[src/hw/rtl/fbgl_fifo.sv]
// Small register queue with push/full and pop/empty sides.
// Depends on nothing; DEPTH must be a power of two.
module fbgl_fifo #(
    parameter int WIDTH = 8,
    parameter int DEPTH = 4
) (
    input  logic             i_clk,
    input  logic             i_rst_n,
    input  logic             i_push,
    input  logic [WIDTH-1:0] i_data,
    output logic             o_full,
    input  logic             i_pop,
    output logic [WIDTH-1:0] o_data,
    output logic             o_empty
);
    localparam int PTR_W = $clog2(DEPTH);

    logic [WIDTH-1:0] r_mem [DEPTH];
    logic [PTR_W-1:0] r_wr_ptr;
    logic [PTR_W-1:0] r_rd_ptr;
    logic [PTR_W:0]   r_count;
    logic             do_push;
    logic             do_pop;

    assign o_full  = (r_count == (PTR_W+1)'(DEPTH));
    assign o_empty = (r_count == '0);
    assign do_push = i_push && !o_full;
    assign do_pop  = i_pop && !o_empty;
    assign o_data  = r_mem[r_rd_ptr];

    // Pointers and fill level
    always_ff @(posedge i_clk) begin
        if (!i_rst_n) begin
            r_wr_ptr <= '0;
            r_rd_ptr <= '0;
            r_count  <= '0;
        end else begin
            if (do_push) r_wr_ptr <= r_wr_ptr + 1'b1;
            if (do_pop)  r_rd_ptr <= r_rd_ptr + 1'b1;
            if (do_push && !do_pop) r_count <= r_count + 1'b1;
            else if (do_pop && !do_push) r_count <= r_count - 1'b1;
        end
    end

    // Storage
    always_ff @(posedge i_clk) begin
        if (do_push) r_mem[r_wr_ptr] <= i_data;
    end

endmodule

[config.mk]
export PLATFORM = sky130hd
export DESIGN_NAME = fbgl_fifo
export DESIGN_NICKNAME = d
export VERILOG_FILES = /design/src/hw/rtl/fbgl_fifo.sv
export SDC_FILE = /design/constraint.sdc
export NUM_CORES = 1
export LEC_CHECK = 0
export ABC_AREA = 1
export BUFFER_PORTS_ARGS = -buffer_cell sky130_fd_sc_hd__buf_2
export CORE_AREA = 5 5 59 61
export CTS_CLUSTER_DIAMETER = 50
export DETAILED_ROUTE_END_ITERATION = 7
export DIE_AREA = 0 0 64 66
export GPL_ROUTABILITY_DRIVEN = 0
export PLACE_DENSITY = 0.9
export SLEW_MARGIN = 40
export SYNTH_ARGS = -nofsm -noshare
export SYNTH_HDL_FRONTEND = slang
export SYNTH_SLANG_ARGS = --single-unit
[constraint.sdc]
create_clock -name i_clk -period 4.4 [get_ports i_clk]
set_input_delay 0.88 -clock i_clk [delete_from_list [all_inputs] [get_ports i_clk]]
set_output_delay 0.88 -clock i_clk [all_outputs]
set_load 0.005 [all_outputs]
Yosys cells after proc, flatten, opt, wreduce, memory -nomap -nowiden
Memories as Yosys holds them, arrays and structs flattened. A register that Yosys moved wholly into a read port is not among the register bits.
Index checks and enable logic that the tools add are counted.
Widths: inputs -> output; s select.
{"block": "op_classes", "n_addsub": 4, "n_eq_ne": 1, "n_mux": 6, "n_reduce_logical": 10}
{"op": "$mux 3", "count": 2}
{"op": "$add 2x1->2 const B", "count": 2}
{"op": "$logic_and 1x1->1", "count": 4}
{"op": "$logic_not 1->1", "count": 4}
{"op": "$mux 2", "count": 2}
{"op": "$add 3x1->3 const B", "count": 1}
{"op": "$eq 3x3->1 const B", "count": 1}
{"op": "$logic_not 3->1", "count": 1}
{"op": "$sub 3x1->3 const B", "count": 1}
{"op": "$mux 1", "count": 2}
{"op": "$reduce_bool 2->1", "count": 1}
{"block": "word_totals", "reg_bits": 7, "ram_bits": 32, "input_bits": 12, "elab_cells": 25, "mem_count": 1}
{"memory": "r_mem", "words": 4, "width": 8, "rd": 1, "rd_clocked_by_memory_dff": 1, "wr": 1, "line_no": "18", "source": "logic [WIDTH-1:0] r_mem [DEPTH];"}

Logic depth before layout (Yosys ltp)
{"block": "logic_depth", "depth_word": 7, "depth_mapped": 13, "depth_no_buf": 13}

Worst setup path before layout
OpenSTA, ideal clock, no wires.
{"block": "synth_path", "kind": "in2reg", "start": "input i_push", "end": "register r_count[2]", "arrival_ns": 1.895, "t_required_ns": 4.287, "setup_slack_ns": 2.392, "stages": 11, "path_cell_list": "nand2_2 inv_1 ha_1 inv_1 fa_1 inv_1 nand2_1 nand3_1 nand2_1 nand2_1 nor2_1"}
{"block": "synth_between", "elab_chain_len": 4, "elab_cells_between_ends": 6, "cone_classes": "1 x mux; 5 x reduce/logical"}
{"element": "start, declared", "line_no": "9", "source": "input logic i_push,"}
{"element": "$logic_and 1x1->1 *", "line_no": "27", "source": "assign do_push = i_push && !o_full;"}
{"element": "net do_push", "line_no": "22", "source": "logic do_push;"}
{"element": "$logic_not 1->1", "line_no": "41", "source": "else if (do_pop && !do_push) r_count <= r_count - 1'b1;"}
{"element": "$logic_and 1x1->1", "line_no": "41"}
{"element": "$reduce_bool 2->1 (no line)"}
{"element": "end signal, assigned", "line_no": "40", "source": "if (do_push && !do_pop) r_count <= r_count + 1'b1;"}
{"element": "end signal, assigned", "line_no": "41"}
{"element": "end, declared", "line_no": "21", "source": "logic [PTR_W:0] r_count;"}
The timed path passes the listed nets; every way through them passes the cells marked *.
A chain may end at the register's enable or synchronous reset.

==> metrics.txt <==
Sink Count between 40 and 50; Initial Utilization between 50% and 60%; Cell variety after synth 18; Via density around 5.3; RSZ-0062 raised after global routing no; Residual DRC 0; TritonRoute pass-1 iters 4; flip-flop and latch count after synthesis between 40 and 50; Register Area 1140 um2; status completed; synth cell count leaders edfxtp_1, nor2_1, inv_1; FMAX roughly 380 MHz; Post-CTS Setup Inserts 0; worst setup margin 1.78 ns; Final nets between 150 and 200; Crit Path Category flip-flop to output pin; Syn Nets between 150 and 200; Clock Skew roughly 0.0095 ns; Post-synth EDFFs 32; cells after synthesis around 150; Crit Reg-Reg Startpoint r_count[0]; fraction of registers with async set/reset 0%; die area around 4200 um2; Lkg Pwr between 0.7 and 0.8 nW; min-delay src r_rd_ptr[0]; Setup crit end kind output pin; Max Root-Sink Buffers 2; I/O pins 22; most frequent cell after synthesis edfxtp_1; CP Launch Type flip-flop; PD cells about 530 nW/um2; CTS buffer count 5; CP required ~3.5 ns; Slew HR between 40 and 50%; top_reg_cell synth edfxtp_1; critical path peak fanout 17; Synth top area share a little under three fifths; max_cap viols 0; Worst-Margin Slew 0.783 ns; CTS tree done; Hold Path Class flip-flop to flip-flop; CP max stage delay around 0.7 ns; antenna cells 0; Period minus WS final 2.62 ns; global-route wire length before repair a little over 5 mm; dpl hpwl approximately 2.2 mm; Tot Pwr 988 uW; Mean Syn Cell Area approximately 12 um2; initial DRC count 52; setup_tns 0 ns; worst-skew pair later-pin latency 0.35 ns; R2R cell count 9; clk root buf clkbuf_4; CP cell instances inv_2, o21ai_0, o22ai_1, buf_2; fin. max-slew vios 0; top cells by area, synth edfxtp_1, dfxtp_1, nor2_1, o21ai_0, inv_1; CP max-delay cell dfxtp_1; grt ovf 0; Worst-path clk slew 0.11 ns; core area approximately 2900 um2; FILL cells 230; Area growth syn-to-layout 10.8%; number of global-route vias before repair about 1.1k; Yosys top cell by area edfxtp_1; Yosys warning count 0; WHS ~0.53 ns; Final period util about three fifths; I/O Buffers 21; Mapped Area about 1700 um2; crit path DAT ~1.7 ns; largest net degree at the start of global routing 18; Design Area, Final 1870 um2; antenna-violating nets left 0; hold depth 2; # setup viols final 0; Global Route Usage Sum between 15 and 20%; die width roughly 64 um; Placed Area 1810 um2; Seq/Total Area, Yosys between 60% and 70%; DRT Wirelength 3.06 mm; via count 1102; DR WL/cell approximately 15 um; worst slack, placed 2.13 ns; row count 20; H-Tree Depth 2; area of the multi-input gates about 450 um2; initial antenna violation count 0; hold buffers post-CTS 0; Hold Violations, Final 0; VDD IR max a little under 0.4 mV; layout cells sized above 1 a little under a fifth; PostCTS Resize Cnt 0; Die Y-Extent roughly 66 um
[cells by family after synthesis]
| family | after synthesis | share of synthesized area, % |
|---|---|---|
| XOR/XNOR | 1 | 0.520 |
| adder cells (fa/ha/maj) | 6 | 4.90 |
| buffers and inverters | 20 | 5.34 |
| AO/OA/AOI/OAI | 28 | 9.58 |
| flip-flops | 41 | 67.7 |
| AND/OR/NAND/NOR | 50 | 12.0 |
[worst max-delay path: cells and delay by family, from the launching register on]
kind,cells,cell delay [ns]
AOI/OAI and AO/OA,2,0.31
buffers and inverters,2,0.38
DFF,1,0.70
[layout by cell type, fill, tap and decap left out]
cell and n:
o21ai_1 1, ha_1 5, nand3_1 4, fa_1 1, o22ai_1 8, a21oi_1 3, nand2_2 2, buf_2 21
o21ai_0 13, edfxtp_1 32, clkbuf_1 2, dfxtp_1 9, nor2_1 30, inv_1 17, clkbuf_8 1, xor2_1 1
clkbuf_4 5, inv_2 1, nand3b_1 1, nand2_1 13, o21ai_2 3
[per-stage QoR]
| step | std cells | util (%) |
|---|---|---|
| CTS | 206 | 63.8 |
| global route | 206 | 63.8 |
| detailed placement | 198 | 61.8 |
| floorplan | 146 | - |
| global placement | 198 | 61.8 |
| finish | 206 | 63.8 |
[cell type report]
| type | instances | share of cell area, % |
|---|---|---|
| Clock buffer | 8 | 3.15 |
| Inverter | 18 | 3.62 |
| Multi-Input combinational cell | 85 | 24.3 |
| Sequential cell | 41 | 61.1 |
| Tap cell | 33 | 2.21 |
| Timing Repair Buffer | 21 | 5.63 |
[flip-flops by register name, summed over array words and instances, names as in the netlist, named ones only]
signal / count
r_mem: 32
r_count: 3
r_rd_ptr: 2
r_wr_ptr: 2
[worst paths after layout]
kind                            slack [ns]          end
worst max-delay path                  1.78    o_data[4]
worst min-delay path                  0.53  r_rd_ptr[0]
worst max register to register        2.49   r_count[1]
worst min register to register        0.53  r_rd_ptr[0]
[report_power, final]
part / leakage (nW) / switching [mW] / total, mW / internal [mW]
clock network: 0.0326 / 0.113 / 0.192 / 0.0789
registers: 0.367 / 0.0437 / 0.519 / 0.475
logic: 0.344 / 0.168 / 0.277 / 0.109
[routing by layer]
| layer | track usage (%) | vias up | share of wire [%] |
|---|---|---|---|
| met3 | 6.63 | 5 | 5.8 |
| met2 | 28.8 | 28 | 53 |
| met4 | 5.71 | 0 | 1.6 |
| met5 | 0 | - | 0 |
| li1 | - | 552 | - |
| met1 | 17.9 | 517 | 40 |
No activity file was read; power rests on OpenSTA's default activity.
