File: config.mk
export PLATFORM = sky130hd
export DESIGN_NAME = fbgl_front
export DESIGN_NICKNAME = d
export VERILOG_FILES = /design/src/hw/rtl/fbgl_pkg.sv /design/src/hw/rtl/fbgl_front.sv
export SDC_FILE = /design/constraint.sdc
export NUM_CORES = 1
export LEC_CHECK = 0
export BUFFER_PORTS_ARGS = -buffer_cell sky130_fd_sc_hd__buf_2
export CORE_UTILIZATION = 50
export CTS_BUF_LIST = sky130_fd_sc_hd__clkbuf_4 sky130_fd_sc_hd__clkbuf_8
export DETAILED_ROUTE_END_ITERATION = 12
export GPL_TIMING_DRIVEN = 0
export PLACE_DENSITY = 0.73
export SLEW_MARGIN = 40
export SYNTH_ARGS = -nofsm -noshare
export SYNTH_HDL_FRONTEND = slang
export SYNTH_SLANG_ARGS = --single-unit
File: constraint.sdc
create_clock -name i_clk -period 6.41 [get_ports i_clk]
set_input_delay 1.282 -clock i_clk [delete_from_list [all_inputs] [get_ports i_clk]]
set_output_delay 1.282 -clock i_clk [all_outputs]
set_load 0.01 [all_outputs]
File: src/hw/rtl/fbgl_pkg.sv
// Shared types, constants and helpers for the bilinear grid lookup.
// No dependencies; fbgl_front, fbgl_back and the top level import this package.
package fbgl_pkg;

    // Default geometry and number format
    localparam int GRID_DIM_DEF  = 1441;
    localparam int FRAC_BITS_DEF = 8;

    // Fixed field widths of the request and result items
    localparam int ROWCOL_W = 11;
    localparam int CELL_W   = 8;
    localparam int QUERY_W  = 19;
    localparam int VALUE_W  = 16;

    // Queue depths between the parts
    localparam int MID_DEPTH = 4;
    localparam int OUT_DEPTH = 4;

    // Configuration port
    localparam int           APB_ADDR_W  = 3;
    localparam int           APB_DATA_W  = 32;
    localparam logic         REG_CLAMP   = 1'b0;
    localparam logic [7:0]   CLAMP_RESET = 8'd100;

    // Request action codes
    localparam logic ACT_WRITE = 1'b0;
    localparam logic ACT_QUERY = 1'b1;

    // Job kinds handed from the front to the back
    typedef enum logic [1:0] {
        KIND_WRITE,
        KIND_QUERY,
        KIND_OOR
    } t_kind;

    // Back-end sequencer states
    typedef enum logic {
        SEQ_IDLE,
        SEQ_READ
    } t_seq_state;

    typedef struct packed {
        logic                action;
        logic [ROWCOL_W-1:0] write_row;
        logic [ROWCOL_W-1:0] write_col;
        logic [CELL_W-1:0]   write_value;
        logic [QUERY_W-1:0]  query_x;
        logic [QUERY_W-1:0]  query_y;
    } t_in_item;

    typedef struct packed {
        logic [VALUE_W-1:0] interp_value;
        logic               was_clamped;
        logic               out_of_range;
    } t_out_item;

    // Width of one packed job: kind, cell address, write value, four weights
    function automatic int job_width(input int grid_dim, input int frac_bits);
        int addr_w;
        addr_w = $clog2(grid_dim * grid_dim);
        return $bits(t_kind) + addr_w + CELL_W + 4 * (2 * frac_bits + 1);
    endfunction

endpackage

File: src/hw/rtl/fbgl_front.sv
// Front end: accepts requests, range-checks them, forms cell addresses
// and bilinear weights, and pushes jobs to the middle queue. Uses fbgl_pkg.
module fbgl_front
    import fbgl_pkg::*;
#(
    parameter int GRID_DIM  = GRID_DIM_DEF,
    parameter int FRAC_BITS = FRAC_BITS_DEF
) (
    input  logic     i_clk,
    input  logic     i_rst_n,
    input  t_in_item i_item,
    input  logic     i_push,
    output logic     o_full,
    output logic     o_mid_push,
    output logic [job_width(GRID_DIM, FRAC_BITS)-1:0] o_mid_job,
    input  logic     i_mid_full
);
    localparam int IDX_W  = $clog2(GRID_DIM);
    localparam int ADDR_W = $clog2(GRID_DIM * GRID_DIM);
    localparam int WGT_W  = 2 * FRAC_BITS + 1;
    localparam int FRC_W  = FRAC_BITS + 1;

    typedef struct packed {
        t_kind                        kind;
        logic [ADDR_W-1:0]            addr;
        logic [CELL_W-1:0]            value;
        logic [3:0][WGT_W-1:0]        wgt;
    } t_job;

    logic                  en;
    logic                  accept;
    logic [31:0]           ix_full;
    logic [31:0]           iy_full;
    logic                  q_oor;
    logic                  w_ok;
    logic [IDX_W-1:0]      row_sel;
    logic [IDX_W-1:0]      col_sel;
    logic [FRC_W-1:0]      fx;
    logic [FRC_W-1:0]      fy;
    logic [FRC_W-1:0]      gx;
    logic [FRC_W-1:0]      gy;
    t_kind                 kind_in;

    logic                  r_s1_valid;
    t_kind                 r_s1_kind;
    logic [ADDR_W-1:0]     r_s1_prod;
    logic [IDX_W-1:0]      r_s1_col;
    logic [CELL_W-1:0]     r_s1_value;
    logic [3:0][WGT_W-1:0] r_s1_wgt;
    t_job                  job;

    // Stage advances whenever its slot drains into the queue
    assign en     = !r_s1_valid || !i_mid_full;
    assign o_full = !en;
    assign accept = i_push && en;

    // Classify the request
    assign ix_full = 32'(i_item.query_x >> FRAC_BITS);
    assign iy_full = 32'(i_item.query_y >> FRAC_BITS);
    assign q_oor   = (ix_full > 32'(GRID_DIM - 2)) || (iy_full > 32'(GRID_DIM - 2));
    assign w_ok    = (32'(i_item.write_row) < 32'(GRID_DIM))
                  && (32'(i_item.write_col) < 32'(GRID_DIM));

    always_comb begin
        if (i_item.action == ACT_WRITE) begin
            kind_in = KIND_WRITE;
            row_sel = i_item.write_row[IDX_W-1:0];
            col_sel = i_item.write_col[IDX_W-1:0];
        end else begin
            kind_in = q_oor ? KIND_OOR : KIND_QUERY;
            row_sel = iy_full[IDX_W-1:0];
            col_sel = ix_full[IDX_W-1:0];
        end
    end

    // Fractions and their complements
    assign fx = FRC_W'(i_item.query_x[FRAC_BITS-1:0]);
    assign fy = FRC_W'(i_item.query_y[FRAC_BITS-1:0]);
    assign gx = (FRC_W'(1) << FRAC_BITS) - fx;
    assign gy = (FRC_W'(1) << FRAC_BITS) - fy;

    // Stage 1: row product and the four weights
    always_ff @(posedge i_clk) begin
        if (!i_rst_n) begin
            r_s1_valid <= 1'b0;
        end else if (en) begin
            r_s1_valid <= accept && ((i_item.action == ACT_QUERY) || w_ok);
        end
    end

    always_ff @(posedge i_clk) begin
        if (en) begin
            r_s1_kind   <= kind_in;
            r_s1_prod   <= ADDR_W'(row_sel) * ADDR_W'(GRID_DIM);
            r_s1_col    <= col_sel;
            r_s1_value  <= i_item.write_value;
            r_s1_wgt[0] <= WGT_W'(gx) * WGT_W'(gy);
            r_s1_wgt[1] <= WGT_W'(fx) * WGT_W'(gy);
            r_s1_wgt[2] <= WGT_W'(fx) * WGT_W'(fy);
            r_s1_wgt[3] <= WGT_W'(gx) * WGT_W'(fy);
        end
    end

    // Job out to the middle queue
    always_comb begin
        job.kind  = r_s1_kind;
        job.addr  = r_s1_prod + ADDR_W'(r_s1_col);
        job.value = r_s1_value;
        job.wgt   = r_s1_wgt;
    end

    assign o_mid_push = r_s1_valid && !i_mid_full;
    assign o_mid_job  = job;

endmodule

[Word level (Yosys, flattened, before mapping)]
Cells that the tools add are included.
Word-level totals
  register bits after elaboration: 111
  input port bits: 73
  output and inout port bits: 101
  word-level logic and storage cells: 34
Cells by class
  add/subtract/negate cells: 3
  $mul: 5
  order comparisons: 4
  multiplexer cells: 3
  reductions and logical operators: 10
Operator list (count)
  greater-than comparator 11 bit (second input constant): 2
  less-than comparator 11 bit (second input constant): 2
  2-to-1 mux 11 bit: 2
  adder 21 x 11 -> 21 bit: 1
  multiplier 11 x 11 -> 21 bit (second input constant): 1
  subtractor 9 x 8 -> 9 bit (first input constant): 2
  multiplier 8 x 9 -> 17 bit: 1
  multiplier 9 x 8 -> 17 bit: 1
  multiplier 9 x 9 -> 17 bit: 1
  multiplier 8 x 8 -> 16 bit: 1
  logical AND 1 bit: 4
  zero test 1 bit: 3
  logical OR 1 bit: 3
  2-to-1 mux 2 bit: 1

[Logic depth before layout (Yosys ltp)]
  depth after elaboration: 4
  gate-level depth with buffers: 22
  depth with buffers taken out: 21

[Worst setup path before layout]
OpenSTA, ideal clock, no wires.
  path type: input port to flip-flop
  start point: input port i_item[23] (netlist name)
  end point: register r_s1_wgt (netlist bit o_mid_job[14]), data pin
  library setup time: 0.180 ns
  arrival time: 6.163 ns
  data required time: 6.230 ns
  slack: 0.067 ns
  cell stages on the path: 21
  path buffers: 2
  cells stage by stage: clkbuf_1 > nor3_1 > nand3_1 > nor3_1 > xnor2_1 > clkbuf_1 > nand2_1 > fa_1 > inv_1 > fa_1 > inv_1 > fa_1 > fa_1 > inv_1 > ha_1 > o21a_1 > o31a_1 > o221a_1 > o21ai_2 > or4b_1 > o311ai_1
On the way
  word-level cells in the longest chain between the ends: 2
Ends and longest elaborated chain
  start: declaration: RTL line fbgl_front.sv:11  | input t_in_item i_item,
  subtractor 9 x 8 -> 9 bit: RTL line fbgl_front.sv:79  | assign gx = (FRC_W'(1) << FRAC_BITS) - fx;
  multiplier 9 x 9 -> 17 bit: RTL line fbgl_front.sv:97  | r_s1_wgt[0] <= WGT_W'(gx) * WGT_W'(gy);
  end: declaration: RTL line fbgl_front.sv:49  | logic [3:0][WGT_W-1:0] r_s1_wgt;
No other way between the ends.
A chain may end at the register's enable or synchronous reset.

[Worst setup path after layout]
  start point: input port i_item[7] (netlist name)
  end point: register r_s1_wgt (netlist bit o_mid_job[48]), data pin
On the way
  word-level cells in the longest chain between the ends: 1
Ends and longest elaborated chain
  multiplier 8 x 8 -> 16 bit: RTL line fbgl_front.sv:99  | r_s1_wgt[2] <= WGT_W'(fx) * WGT_W'(fy);
No other way between the ends.

==> run metrics <==
Avg Cell Area, Syn=between 9 and 10 um2; Total Power=a little under 0.006 W; Reg2Reg Setup Slack=5.09 ns; CP required=about 6.6 ns; first-pass GRT wire length=56.5 mm; # DRC=0; Setup violations, final=0; Synth area leaders=fa_1 24%, edfxtp_1 21%, ha_1 18%; All-Layer GR Usage=a little under a quarter; min Tclk post-route=~6.2 ns; reg2reg path depth=2; Pre-antenna DRT Iters=5; final net count=2229; GP Congestion=~0.9; worst-skew pair later-pin latency=approximately 0.42 ns; Worst Max-Slew Pin Slew=~0.67 ns; placed instance count=between 2000 and 2500; CP Launch Point=i_item[7]; most frequent CP cell=fa_1; hold_buf cts=0; hold path depth=1; r2r startpoint=r_s1_valid; vias in the first global route=about 12000; asr flop ratio synth=0%; # diodes=0; Core ar.=30000 um2; CTS buffer count=9; Congestion Overflow GR=0; maximum number of pins on one net before global-route repair=between 40 and 50; # IOs=approximately 170; Clock Skew=roughly 0.014 ns; die area=around 32000 um2; syn nets=roughly 2000; commonest non-fill, non-tap cell in the layout=inv_1; crit-path max FO=10; sequential-to-total area share from yosys stat=between 20 and 25%; fin cells=between 2000 and 2500; Slowest cell on crit path=fa_1; final hold vios=0; commonest cells after routing, fill and taps aside=290 x inv_1, 215 x ha_1, 188 x fa_1; DRT iter0 DRCs=606; CTS tree=yes; Routed Antenna Nets=0; Syn. warnings=0; Initial Utilization=approximately 51%; routed vias/inst=roughly 5.3; Vias=around 11000; outcome=finished clean; # rows=63; critical path startpoint category=input pin; critical path depth=15; root buf cell=clkbuf_8; achievable frequency=around 160 MHz; Clk pin slew, worst setup/hold paths=around 0.12 ns; clk sinks=between 100 and 150; dominant cell type by area after synthesis=fa_1; Syn Std Cell Area=approximately 15000 um2; Final Cycle Share=97.2%; wire per inst=16.3 um; critical path type=in2reg; VDD IR max=about 0.26 mV; hold_sp=r_s1_valid; Synth Register Bits=about 110; Syn Inst Count=approximately 1600; max incr delay on CP=0.56 ns; Pleak=8.76 nW; RSZ-0062 raised after global routing=yes; Buf/Inv on CP=4; Pwr per Cell Area=337 nW/um2; Worst Path Arrival=6.42 ns; layout cells sized above 1=~16%; pins over their slew limit=0; drt total wl=between 30 and 40 mm; Port Buffer Count=roughly 170; antenna violations before repair=1; Area growth, synth to finish=12.1%; post-layout util=57.7%; max_slew headroom=around 55%; CTS H-tree lvls=3; Crit. End Element=flop; Worst Hold Class=reg2reg; Chip Height=between 150 and 200 um; Max Cap Violations=0; cell family with most CP delay=adder cells; Die Wd=178 um; ys flop type=edfxtp_1; crit-path cells=buf_2 > clkbuf_1 > clkbuf_1 > nand2_1 > fa_1 > fa_1 > inv_1 > fa_1 > fa_1 > ha_1 > or3_1 > a41o_1 > a221o_1 > a21oi_1 > xnor2_1; synth unique cells=72; top cell type's share of synthesized area=between 20% and 30%; number of flops mapped to enable cells by yosys=approximately 110; clock buffer depth=2; DP HPWL=a little under 30 mm
==> routing by layer <==
layer | wire (um) | global-route usage (%)
met1 | 15300 | 29.5
met3 | 1990 | 3.36
met5 | 10 | 0
met2 | 16600 | 39.4
met4 | 1080 | 8.69
==> worst reg2reg max path, stage by stage (launching register included) <==
cell and delay, ns:
dfxtp_1 0.35, nand2_4 0.34, buf_12 0.28
==> cell usage after synthesis, types with 2 or more instances <==
| library cell | n |
|---|---|
| o211ai_1 | 8 |
| nor4_1 | 3 |
| o2111ai_1 | 2 |
| o21a_1 | 15 |
| nand3b_1 | 3 |
| mux2_2 | 21 |
| xor2_1 | 26 |
| a211oi_1 | 7 |
| and3_1 | 4 |
| mux2i_1 | 4 |
| nor2_1 | 59 |
| ha_1 | 217 |
| a21boi_0 | 4 |
| o21ai_0 | 28 |
| nor2b_1 | 10 |
| or3_1 | 8 |
| inv_1 | 292 |
| buf_2 | 2 |
| nor3_1 | 12 |
| a21o_1 | 17 |
| nor3b_1 | 2 |
| o21bai_1 | 3 |
| o211a_1 | 3 |
| nand4_1 | 5 |
| xnor2_1 | 68 |
| buf_4 | 4 |
| o21ai_1 | 3 |
| or4b_1 | 2 |
| a22oi_1 | 3 |
| clkbuf_1 | 47 |
| o22ai_1 | 2 |
| fa_1 | 188 |
| nand3_1 | 11 |
| nand2b_1 | 6 |
| a21oi_1 | 54 |
| and2_1 | 158 |
| a31oi_1 | 5 |
| nand2_1 | 104 |
| and4_1 | 5 |
| or2_2 | 2 |
| or4_1 | 2 |
| a211o_1 | 4 |
| edfxtp_1 | 106 |
==> stage by stage <==
step | instance area (um2) | hold slack, ns | TNS (ns) | setup WS, ns
CTS | 17100 | 0.912 | 0 | 0.00289
floorplan | 15400 | 1.38 | 0 | 0.0665
detailed placement | 16800 | 0.884 | -11.49 | -1.04
finish | 17300 | 0.895 | 0 | 0.178
global route | 17300 | 0.946 | -0.129 | -0.0707
global placement | 16700 | 1.46 | -10.74 | -0.988
==> cell families after synthesis <==
kind of cell | Yosys count | share of synthesized area, %
buf+inv | 347 | 8.57
mux | 25 | 1.79
xor+xnor | 94 | 5.34
compound gates | 179 | 7.75
other cells | 1 | 0.0243
flops | 107 | 20.8
simple gates | 400 | 13.7
fa+ha+maj | 405 | 42.0
==> state kept, by name (all words and copies together), names as in the netlist <==
name / flops
o_mid_job: 64
r_s1_prod: 21
r_s1_col: 11
r_s1_value: 8
r_s1_kind: 2
r_s1_valid: 1
==> final cells by class <==
cell class | instances | area (um2)
timing repair buffer | 182 | 976
clock inverter | 7 | 67.6
fill | 2589 | 12700
sequential | 107 | 3200
tap | 390 | 488
multi-input combinational | 1104 | 11000
inverter | 293 | 1110
clock buffer | 9 | 124
buffer | 54 | 269
==> power by group <==
group	internal (W)	switching [W]	total, W
Combinational	0.00182	0.00228	0.00410
Sequential	0.00120	0.0000771	0.00128
Clock	0.000153	0.000290	0.000443
Total	0.00318	0.00264	0.00582
==> path summary, 6_finish.rpt <==
| kind | end |
|---|---|
| max | o_mid_job[48] |
| min reg2reg | r_s1_col[3] |
| max reg2reg | o_mid_job[23] |
| min | r_s1_col[3] |
==> timing repair <==
item / CTS / global route
buffers inserted: 4 / 10
setup endpoints to repair: 11 / 7
resized for setup: 23 / 48
endpoints found under the hold margin: 0 / 0
pin swaps: 2 / 4
No activity file was read; power rests on OpenSTA's default activity.
